`src/sv/bsr_pkg.sv`:
```
`default_nettype none

package bsr_pkg;

  localparam int unsigned DataW = 32;
  localparam int unsigned SqW   = 48;

  // 1.0 in Q16.16
  localparam logic [DataW-1:0] OneQ16 = 32'h0001_0000;

  // Power-on tolerance, about 0.001 in Q16.16
  localparam logic [DataW-1:0] TolReset = 32'd66;

  // Sequencer states, one-hot
  typedef enum logic [2:0] {
    S_IDLE = 3'b001,
    S_MUL  = 3'b010,
    S_CMP  = 3'b100
  } bsr_state_e;

  // Comparator verdict from the shared step unit
  typedef struct packed {
    logic over;  // squared midpoint above the number
    logic done;  // |square - number| within tolerance
  } bsr_cmp_t;

endpackage

`default_nettype wire

```
`src/sv/bsr_in_if.sv`:
```
`default_nettype none

interface bsr_in_if;
  import bsr_pkg::*;

  logic             valid;
  logic             ready;
  logic [DataW-1:0] number;

  modport source (output valid, output number, input ready);
  modport sink   (input valid, input number, output ready);
endinterface

`default_nettype wire

```
`src/sv/bsr_out_if.sv`:
```
`default_nettype none

interface bsr_out_if;
  import bsr_pkg::*;

  logic             valid;
  logic             ready;
  logic [DataW-1:0] midpoint;
  logic             last;
  logic             bad_input;
  logic             limit_hit;

  modport source (output valid, output midpoint, output last, output bad_input,
                  output limit_hit, input ready);
  modport sink   (input valid, input midpoint, input last, input bad_input,
                  input limit_hit, output ready);
endinterface

`default_nettype wire

```
`src/sv/bsr_step_unit.sv`:
```
`default_nettype none

module bsr_step_unit
  import bsr_pkg::*;
(
  input  wire logic             clk_i,
  input  wire logic             en_i,
  input  wire logic [DataW-1:0] lo_i,
  input  wire logic [DataW-1:0] hi_i,
  input  wire logic [DataW-1:0] number_i,
  input  wire logic [DataW-1:0] tol_i,
  output logic      [DataW-1:0] mid_o,
  output bsr_cmp_t              cmp_o
);

  logic [DataW:0]     sum;
  logic [DataW-1:0]   mid;
  logic [2*DataW-1:0] prod;
  logic [DataW-1:0]   mid_q;
  logic [SqW-1:0]     sq_q;
  logic [SqW-1:0]     num_ext;
  logic [SqW-1:0]     diff;

  assign sum  = {1'b0, lo_i} + {1'b0, hi_i};
  assign mid  = sum[DataW:1];
  assign prod = mid * mid;

  // midpoint and truncated Q32.16 square, registered
  always_ff @(posedge clk_i) begin
    if (en_i) begin
      mid_q <= mid;
      sq_q  <= prod[2*DataW-1:16];
    end
  end

  assign num_ext    = {{(SqW-DataW){1'b0}}, number_i};
  assign cmp_o.over = sq_q > num_ext;
  assign diff       = cmp_o.over ? (sq_q - num_ext) : (num_ext - sq_q);
  assign cmp_o.done = diff <= {{(SqW-DataW){1'b0}}, tol_i};
  assign mid_o      = mid_q;

endmodule

`default_nettype wire

```
`src/sv/bisection_square_root.sv`:
```
// Bisection: each step squares the midpoint (S_MUL), then compares (S_CMP), so
//   a number takes 1 to MAX_STEPS steps to its last result; zero takes one compare.
// Results: the one shared square-and-compare unit serves every step, and a step
//   waits in S_CMP while the output register is still full. A new number is taken
//   only once the last result of the previous one is in the output register.
// Reset (rst_ni, async, active low): sequencer idle, output empty, tolerance 66.
`default_nettype none

module bisection_square_root
  import bsr_pkg::*;
#(
  parameter int unsigned MAX_STEPS = 48
) (
  input  wire logic             clk_i,
  input  wire logic             rst_ni,
  input  wire logic             cfg_we_i,
  input  wire logic [DataW-1:0] cfg_wdata_i,
  bsr_in_if.sink                in_i,
  bsr_out_if.source             out_o
);

  localparam int unsigned StepW = $clog2(MAX_STEPS);

  bsr_state_e       state_q, state_d;
  logic [DataW-1:0] tol_q;
  logic [DataW-1:0] num_q, num_d;
  logic [DataW-1:0] lo_q, lo_d;
  logic [DataW-1:0] hi_q, hi_d;
  logic [StepW-1:0] cnt_q, cnt_d;
  logic             bad_q, bad_d;

  // output register
  logic             ov_q, ov_d;
  logic [DataW-1:0] omid_q;
  logic             olast_q, obad_q, olim_q;

  logic             in_txn;
  logic             out_free;
  logic             load;
  logic             final_step;
  logic [DataW-1:0] mid;
  bsr_cmp_t         cmp;
  logic [DataW-1:0] rmid;
  logic             rlast, rbad, rlim;

  // Tolerance register, to be written only while idle; the block itself does not enforce this
  always_ff @(posedge clk_i or negedge rst_ni) begin
    if (!rst_ni) begin
      tol_q <= TolReset;
    end else if (cfg_we_i) begin
      tol_q <= cfg_wdata_i;
    end
  end

  bsr_step_unit u_step (
    .clk_i    (clk_i),
    .en_i     (state_q == S_MUL),
    .lo_i     (lo_q),
    .hi_i     (hi_q),
    .number_i (num_q),
    .tol_i    (tol_q),
    .mid_o    (mid),
    .cmp_o    (cmp)
  );

  assign in_i.ready = (state_q == S_IDLE);
  assign in_txn     = in_i.valid && in_i.ready;
  assign out_free   = !ov_q || out_o.ready;
  assign final_step = (cnt_q == StepW'(MAX_STEPS - 1));

  // Result of the current compare; a zero number gives the error result
  always_comb begin
    if (bad_q) begin
      rmid  = '0;
      rlast = 1'b1;
      rbad  = 1'b1;
      rlim  = 1'b0;
    end else begin
      rmid  = mid;
      rlast = cmp.done || final_step;
      rbad  = 1'b0;
      rlim  = !cmp.done && final_step;
    end
  end

  // Sequencer
  always_comb begin
    state_d = state_q;
    num_d   = num_q;
    lo_d    = lo_q;
    hi_d    = hi_q;
    cnt_d   = cnt_q;
    bad_d   = bad_q;
    load    = 1'b0;
    case (state_q)
      S_IDLE: begin
        if (in_txn) begin
          num_d   = in_i.number;
          lo_d    = '0;
          hi_d    = (in_i.number > OneQ16) ? in_i.number : OneQ16;
          cnt_d   = '0;
          bad_d   = (in_i.number == '0);
          state_d = (in_i.number == '0) ? S_CMP : S_MUL;
        end
      end
      S_MUL: begin
        state_d = S_CMP;
      end
      S_CMP: begin
        // wait here while the output register is still full
        if (out_free) begin
          load = 1'b1;
          if (rlast) begin
            state_d = S_IDLE;
          end else begin
            if (cmp.over) begin
              hi_d = mid;
            end else begin
              lo_d = mid;
            end
            cnt_d   = cnt_q + 1'b1;
            state_d = S_MUL;
          end
        end
      end
      default: begin
        state_d = S_IDLE;
      end
    endcase
  end

  assign ov_d = load || (ov_q && !out_o.ready);

  always_ff @(posedge clk_i or negedge rst_ni) begin
    if (!rst_ni) begin
      state_q <= S_IDLE;
      ov_q    <= 1'b0;
      cnt_q   <= '0;
      bad_q   <= 1'b0;
    end else begin
      state_q <= state_d;
      ov_q    <= ov_d;
      cnt_q   <= cnt_d;
      bad_q   <= bad_d;
    end
  end

  // Payload, no reset
  always_ff @(posedge clk_i) begin
    num_q <= num_d;
    lo_q  <= lo_d;
    hi_q  <= hi_d;
    if (load) begin
      omid_q  <= rmid;
      olast_q <= rlast;
      obad_q  <= rbad;
      olim_q  <= rlim;
    end
  end

  assign out_o.valid     = ov_q;
  assign out_o.midpoint  = omid_q;
  assign out_o.last      = olast_q;
  assign out_o.bad_input = obad_q;
  assign out_o.limit_hit = olim_q;

`ifndef SYNTHESIS
  a_bad_result: assert property (@(posedge clk_i) disable iff (!rst_ni)
    out_o.valid && out_o.bad_input |-> out_o.last && (out_o.midpoint == '0))
    else $error("error result must be last with zero midpoint");

  a_limit_last: assert property (@(posedge clk_i) disable iff (!rst_ni)
    out_o.valid && out_o.limit_hit |-> out_o.last && !out_o.bad_input)
    else $error("limit flag without last");

  a_step_bound: assert property (@(posedge clk_i) disable iff (!rst_ni)
    (state_q != S_IDLE) |-> (cnt_q <= StepW'(MAX_STEPS - 1)))
    else $error("step counter passed the limit");

  a_busy_after_txn: assert property (@(posedge clk_i) disable iff (!rst_ni)
    in_txn |=> !in_i.ready)
    else $error("input taken again before the search finished");

  a_load_frees: assert property (@(posedge clk_i) disable iff (!rst_ni)
    load |=> out_o.valid)
    else $error("loaded result not presented");
`endif

endmodule

`default_nettype wire
```
`src/flat_wrapper.sv`:
```
// flat-port wrapper written by rule: the top's interface ports become plain ports
module bisection_square_root_flat import bsr_pkg::*;
#(
  parameter int unsigned MAX_STEPS = 48
)
  (clk_i, rst_ni, cfg_we_i, cfg_wdata_i, in_i_valid, in_i_number, in_i_ready, out_o_valid, out_o_midpoint, out_o_last, out_o_bad_input, out_o_limit_hit, out_o_ready);
  bsr_in_if in_i_i ();
  bsr_out_if out_o_i ();
  input  wire logic clk_i;
  input  wire logic rst_ni;
  input  wire logic cfg_we_i;
  input  wire logic [DataW-1:0] cfg_wdata_i;
  input wire logic [$bits(in_i_i.valid)-1:0] in_i_valid;
  input wire logic [$bits(in_i_i.number)-1:0] in_i_number;
  output wire logic [$bits(in_i_i.ready)-1:0] in_i_ready;
  output wire logic [$bits(out_o_i.valid)-1:0] out_o_valid;
  output wire logic [$bits(out_o_i.midpoint)-1:0] out_o_midpoint;
  output wire logic [$bits(out_o_i.last)-1:0] out_o_last;
  output wire logic [$bits(out_o_i.bad_input)-1:0] out_o_bad_input;
  output wire logic [$bits(out_o_i.limit_hit)-1:0] out_o_limit_hit;
  input wire logic [$bits(out_o_i.ready)-1:0] out_o_ready;
  assign in_i_i.valid = in_i_valid;
  assign in_i_i.number = in_i_number;
  assign in_i_ready = in_i_i.ready;
  assign out_o_valid = out_o_i.valid;
  assign out_o_midpoint = out_o_i.midpoint;
  assign out_o_last = out_o_i.last;
  assign out_o_bad_input = out_o_i.bad_input;
  assign out_o_limit_hit = out_o_i.limit_hit;
  assign out_o_i.ready = out_o_ready;
  bisection_square_root #(.MAX_STEPS(MAX_STEPS)) u_core (.clk_i(clk_i), .rst_ni(rst_ni), .cfg_we_i(cfg_we_i), .cfg_wdata_i(cfg_wdata_i), .in_i(in_i_i), .out_o(out_o_i));
endmodule
```
`config.mk`:
```
export PLATFORM = sky130hd
export DESIGN_NAME = bisection_square_root_flat
export DESIGN_NICKNAME = d
export VERILOG_FILES = /design/src/sv/bsr_pkg.sv /design/src/sv/bsr_in_if.sv /design/src/sv/bsr_out_if.sv /design/src/sv/bsr_step_unit.sv /design/src/sv/bisection_square_root.sv /design/src/flat_wrapper.sv
export SDC_FILE = /design/constraint.sdc
export NUM_CORES = 2
export LEC_CHECK = 0
export BUFFER_PORTS_ARGS = -buffer_cell sky130_fd_sc_hd__buf_2
export CORE_UTILIZATION = 30
export CTS_CLUSTER_SIZE = 20
export DETAILED_ROUTE_END_ITERATION = 10
export GPL_TIMING_DRIVEN = 1
export MAX_ROUTING_LAYER = met4
export PLACE_DENSITY = 0.54
export SETUP_SLACK_MARGIN = 0.15
export SYNTH_ARGS = -nofsm -noshare
export SYNTH_HDL_FRONTEND = slang
export SYNTH_SLANG_ARGS = --single-unit
```
`constraint.sdc`:
```
create_clock -name clk_i -period 14.6 [get_ports clk_i]
set_input_delay 2.19 -clock clk_i [delete_from_list [all_inputs] [get_ports clk_i]]
set_output_delay 2.19 -clock clk_i [all_outputs]
set_load 0.01 [all_outputs]
```
==> impl_metrics.json <==
{
  "route.detailed.vias_per_inst": 4.87,
  "synth_async_sr_flop_share_pct": 16.9,
  "fin_setup_tns_ps": 0,
  "detailed_placement_hpwl_mm": 111,
  "status": "finished, final reports clean",
  "fp.dieH_microns": 380,
  "rsz0062_at_grt": "no",
  "combinational_family_with_the_most_area_after_synthesis": "adder cells",
  "dpl_cell_area_sq_um": 46100,
  "layout.core_utilization_pct": 33.2,
  "clkSlewWorstSetupHoldPaths_ps": 70,
  "syn2layout_area_growth_pct": 9.51,
  "wl_per_cell_microns": 21.1,
  "startpoint": "u_core.hi_q[2]",
  "die_area_sq_um": 145000,
  "maxSlewHeadroom_pct": 20.5,
  "tightestPinTransition_ps": 1180,
  "synth_seq_area_share_pct": 17.3,
  "initial_drt_pass_iterations": 7,
  "gr-usage-all-layers_pct": 19.5,
  "slowest_delay_ps": 840,
  "timing.fmax_ghz": 0.0794,
  "clock_tree.buffer_depth": 3,
  "drt-total-wl_mm": 136,
  "synth-main-ff-cell": "sky130_fd_sc_hd__edfxtp_1",
  "number_of_endpoints_failing_setup_at_the_final_stage": 0,
  "worstRegToRegCells": 35,
  "clock_sinks": 254,
  "routed-via-count": 31500,
  "drtAntennaViolNets": 0,
  "final_period_minus_worst_setup_slack_ps": 12600,
  "drc": 0,
  "final_max_slew_viol_count": 0,
  "gpl.final_weighted_congestion": 0.911,
  "postCtsSetupBuffers": 0,
  "vias_in_the_first_global_route": 33500,
  "post_synth_and_or_nand_nor_area_fraction_pct": 10.9,
  "mappedNetlistNets": 5762,
  "core_sq_um": 142000,
  "htreeDepth": 1,
  "cp.required_ps": 14940,
  "yosysWarningCount": 0,
  "ctsResizeCount": 0,
  "io_buffers": 105,
  "number_of_max_cap_violations": 0,
  "hold_viol": 0,
  "io_pins": 106,
  "synth.cell_area_sq_um": 42900,
  "worst-setup-path-type": "flop to flop",
  "clk-insertion-delay-late_ps": 600,
  "share_of_synthesized_cell_area_in_full_adder_half_adder_and_majority_cells_pct": 49.1,
  "post_synth_num_cell_types": 86,
  "grt_start_max_net_pins": 64,
  "final_layout_size_suffix_gt1_share_pct": 6.24,
  "slowest_stage": "sky130_fd_sc_hd__clkinv_1",
  "final_min_period_over_clock_period_pct": 86.3,
  "timing.critical_path.max_delay_family": "adder cells",
  "synth.area.mux_share_pct": 0.213,
  "root_buffer": "sky130_fd_sc_hd__clkbuf_16",
  "finish.net_count": 5822,
  "remaining_global_route_overflow": 0,
  "cp-start-kind": "flop",
  "critical_path.n_buffers_inverters": 6,
  "worstPathArrival_ps": 12940,
  "antenna_violations_before_repair": 4,
  "synth_cells": 4487,
  "critical_path_peak_fanout": 17,
  "depth_of_the_worst_hold_timing_path": 1,
  "cts_tree": "built",
  "yosys.area_share.xor_xnor_pct": 2.79,
  "crit_top_cell": "sky130_fd_sc_hd__fa_1",
  "synth-edff-count": 211,
  "hold_class": "flop to flop",
  "timing.rr.start": "u_core.hi_q[2]",
  "post_cts_hold_fix_bufs": 0,
  "detailedRoute.firstIterationViolations": 2439,
  "timing.clock.skew_ps": 22.6,
  "syn_area_per_cell_sq_um": 9.57,
  "grt_pass1_wl_mm": 207,
  "antenna_cells": 0,
  "floorplan.initialDensity_pct": 30.3,
  "postSynthRegisterBits": 254,
  "post-route-cell-area_sq_um": 47000,
  "number_of_buffers_inserted_during_clock_tree_synthesis": 27,
  "timing.critical_path.depth": 35,
  "chipWidth_microns": 380,
  "row_count": 138,
  "synth_compound_area_share_pct": 8.93,
  "reg2reg_to": "u_core.u_step.sq_q[46]",
  "reg2reg_slack_ps": 2000,
  "cp-endpoint": "u_core.u_step.sq_q[46]",
  "critical_path.endpoint_type": "flop"
}
[cell usage after synthesis (4+ instances only)]
cell type,count,area [sq um]
sky130_fd_sc_hd__and3_1,39,244
sky130_fd_sc_hd__a21oi_1,175,876
sky130_fd_sc_hd__and4_1,4,35.0
sky130_fd_sc_hd__a211oi_1,21,158
sky130_fd_sc_hd__o21bai_1,31,233
sky130_fd_sc_hd__or3_1,5,31.3
sky130_fd_sc_hd__nand4b_1,4,35.0
sky130_fd_sc_hd__nand2_1,375,1410
sky130_fd_sc_hd__a21o_1,105,788
sky130_fd_sc_hd__o221ai_1,6,52.6
sky130_fd_sc_hd__xnor2_1,81,709
sky130_fd_sc_hd__buf_1,9,33.8
sky130_fd_sc_hd__a21boi_0,10,75.1
sky130_fd_sc_hd__buf_2,10,50.1
sky130_fd_sc_hd__mux2i_1,8,80.1
sky130_fd_sc_hd__o211ai_1,10,75.1
sky130_fd_sc_hd__nand2b_1,15,93.8
sky130_fd_sc_hd__edfxtp_1,211,6340
sky130_fd_sc_hd__nor2b_1,45,282
sky130_fd_sc_hd__ha_1,406,5080
sky130_fd_sc_hd__nand3_1,49,245
sky130_fd_sc_hd__nor4_1,14,87.6
sky130_fd_sc_hd__clkinv_1,9,33.8
sky130_fd_sc_hd__xor2_1,56,490
sky130_fd_sc_hd__nand4_1,41,257
sky130_fd_sc_hd__dfrtp_1,40,1000
sky130_fd_sc_hd__a31o_2,7,61.3
sky130_fd_sc_hd__clkbuf_1,131,492
sky130_fd_sc_hd__o21a_1,18,135
sky130_fd_sc_hd__a22oi_1,4,30.0
sky130_fd_sc_hd__o2111ai_1,5,43.8
sky130_fd_sc_hd__fa_1,800,16000
sky130_fd_sc_hd__nor2_1,380,1430
sky130_fd_sc_hd__o311ai_0,4,35.0
sky130_fd_sc_hd__a31oi_1,21,131
sky130_fd_sc_hd__a2111oi_0,4,35.0
sky130_fd_sc_hd__o31ai_1,12,90.1
sky130_fd_sc_hd__nor3_1,38,190
sky130_fd_sc_hd__and2_1,11,68.8
sky130_fd_sc_hd__o21ba_2,5,50.1
sky130_fd_sc_hd__o22ai_1,4,25.0
sky130_fd_sc_hd__o21ai_0,117,586
sky130_fd_sc_hd__inv_1,1073,4030
sky130_fd_sc_hd__or4_1,6,45.0
[routing by layer]
metal | track usage, % | routed length [microns]
met5 | - | 0
met3 | 1.99 | 7990
met4 | 5.93 | 4810
met2 | 31.8 | 65200
met1 | 25.4 | 58400
[cells by family (layout without fill, tap and decap cells)]
logic type,after synthesis,in the layout
AO/OA/AOI/OAI,597,597
multiplexers,9,9
AND/OR/NAND/NOR,1050,1050
buffers and inverters,1234,1315
XOR/XNOR,137,137
flip-flops,254,254
adder cells (fa/ha/maj),1206,1206
[worst register-to-register path: cells and delay by family, from the launching register on]
family	cells	cell delay, ps
AOI/OAI and AO/OA	12	3750
and+or+nand+nor	5	1820
buffers and inverters	6	1470
xor gates and xnor gates	2	220
DFF	1	370
adders and majority gates	10	4740
[cells in the final DEF (no fill, tap or decap), types with 14 or more instances in the layout]
master,n
sky130_fd_sc_hd__nand4_1,41
sky130_fd_sc_hd__nand2b_1,15
sky130_fd_sc_hd__nor2b_1,45
sky130_fd_sc_hd__a211oi_1,21
sky130_fd_sc_hd__nand3_1,49
sky130_fd_sc_hd__nor4_1,14
sky130_fd_sc_hd__nand2_1,375
sky130_fd_sc_hd__a21oi_1,175
sky130_fd_sc_hd__buf_2,105
sky130_fd_sc_hd__dfrtp_1,40
sky130_fd_sc_hd__a31oi_1,21
sky130_fd_sc_hd__xnor2_1,68
sky130_fd_sc_hd__xor2_1,44
sky130_fd_sc_hd__and3_1,39
sky130_fd_sc_hd__ha_1,406
sky130_fd_sc_hd__edfxtp_1,211
sky130_fd_sc_hd__a21o_1,105
sky130_fd_sc_hd__clkbuf_16,29
sky130_fd_sc_hd__o21bai_1,31
sky130_fd_sc_hd__o21ai_0,117
sky130_fd_sc_hd__inv_1,1071
sky130_fd_sc_hd__o21a_1,18
sky130_fd_sc_hd__fa_1,800
sky130_fd_sc_hd__nor3_1,38
sky130_fd_sc_hd__nor2_1,379
sky130_fd_sc_hd__buf_4,76
[sequential cells by signal, summed over array words and instances, names as in the netlist]
signal,cells
u_core.out_o.bad_input,1
u_core.tol_q,32
u_core.out_o.midpoint,32
u_core.out_o.valid,1
u_core.hi_q,32
u_core.out_o.last,1
u_core.cnt_q,6
u_core.u_step.sq_q,48
u_core.out_o.limit_hit,1
u_core.lo_q,32
u_core.state_q,3
u_core.bad_q,1
u_core.num_q,32
u_core.u_step.mid_o,32
[cell type report]
type / instances / area, sq um
Fill cell: 14600 / 94700
Multi-Input combinational cell: 2999 / 31200
Sequential cell: 254 / 7420
Inverter: 1084 / 4070
Tap cell: 1890 / 2360
Timing Repair Buffer: 181 / 1100
Clock buffer: 37 / 766
Clock inverter: 13 / 159
[how the worst min path moves through the flow]
stage,end,slack [ps],from
2_1_floorplan,u_core.out_o.bad_input,420,u_core.bad_q
3_3_place_gp,u_core.cnt_q[0],500,u_core.cnt_q[0]
3_5_place_dp,u_core.cnt_q[0],510,u_core.cnt_q[0]
4_1_cts,u_core.cnt_q[0],520,u_core.cnt_q[0]
5_1_grt,u_core.cnt_q[0],530,u_core.cnt_q[0]
6_report,u_core.cnt_q[0],520,u_core.cnt_q[0]
[metrics by stage]
stage | std cells | worst slack (ps) | hold WS, ps
finish | 6458 | 2000 | 523
global route | 6458 | 1300 | 530
CTS | 6458 | 1970 | 517
detailed placement | 6408 | 2020 | 506
global placement | 6408 | 2060 | 500
floorplan | 4487 | 4430 | 423
Power is left out: the tool's default activity adds up to more than one toggle a clock period on the data nets, which glitch-free logic cannot reach.
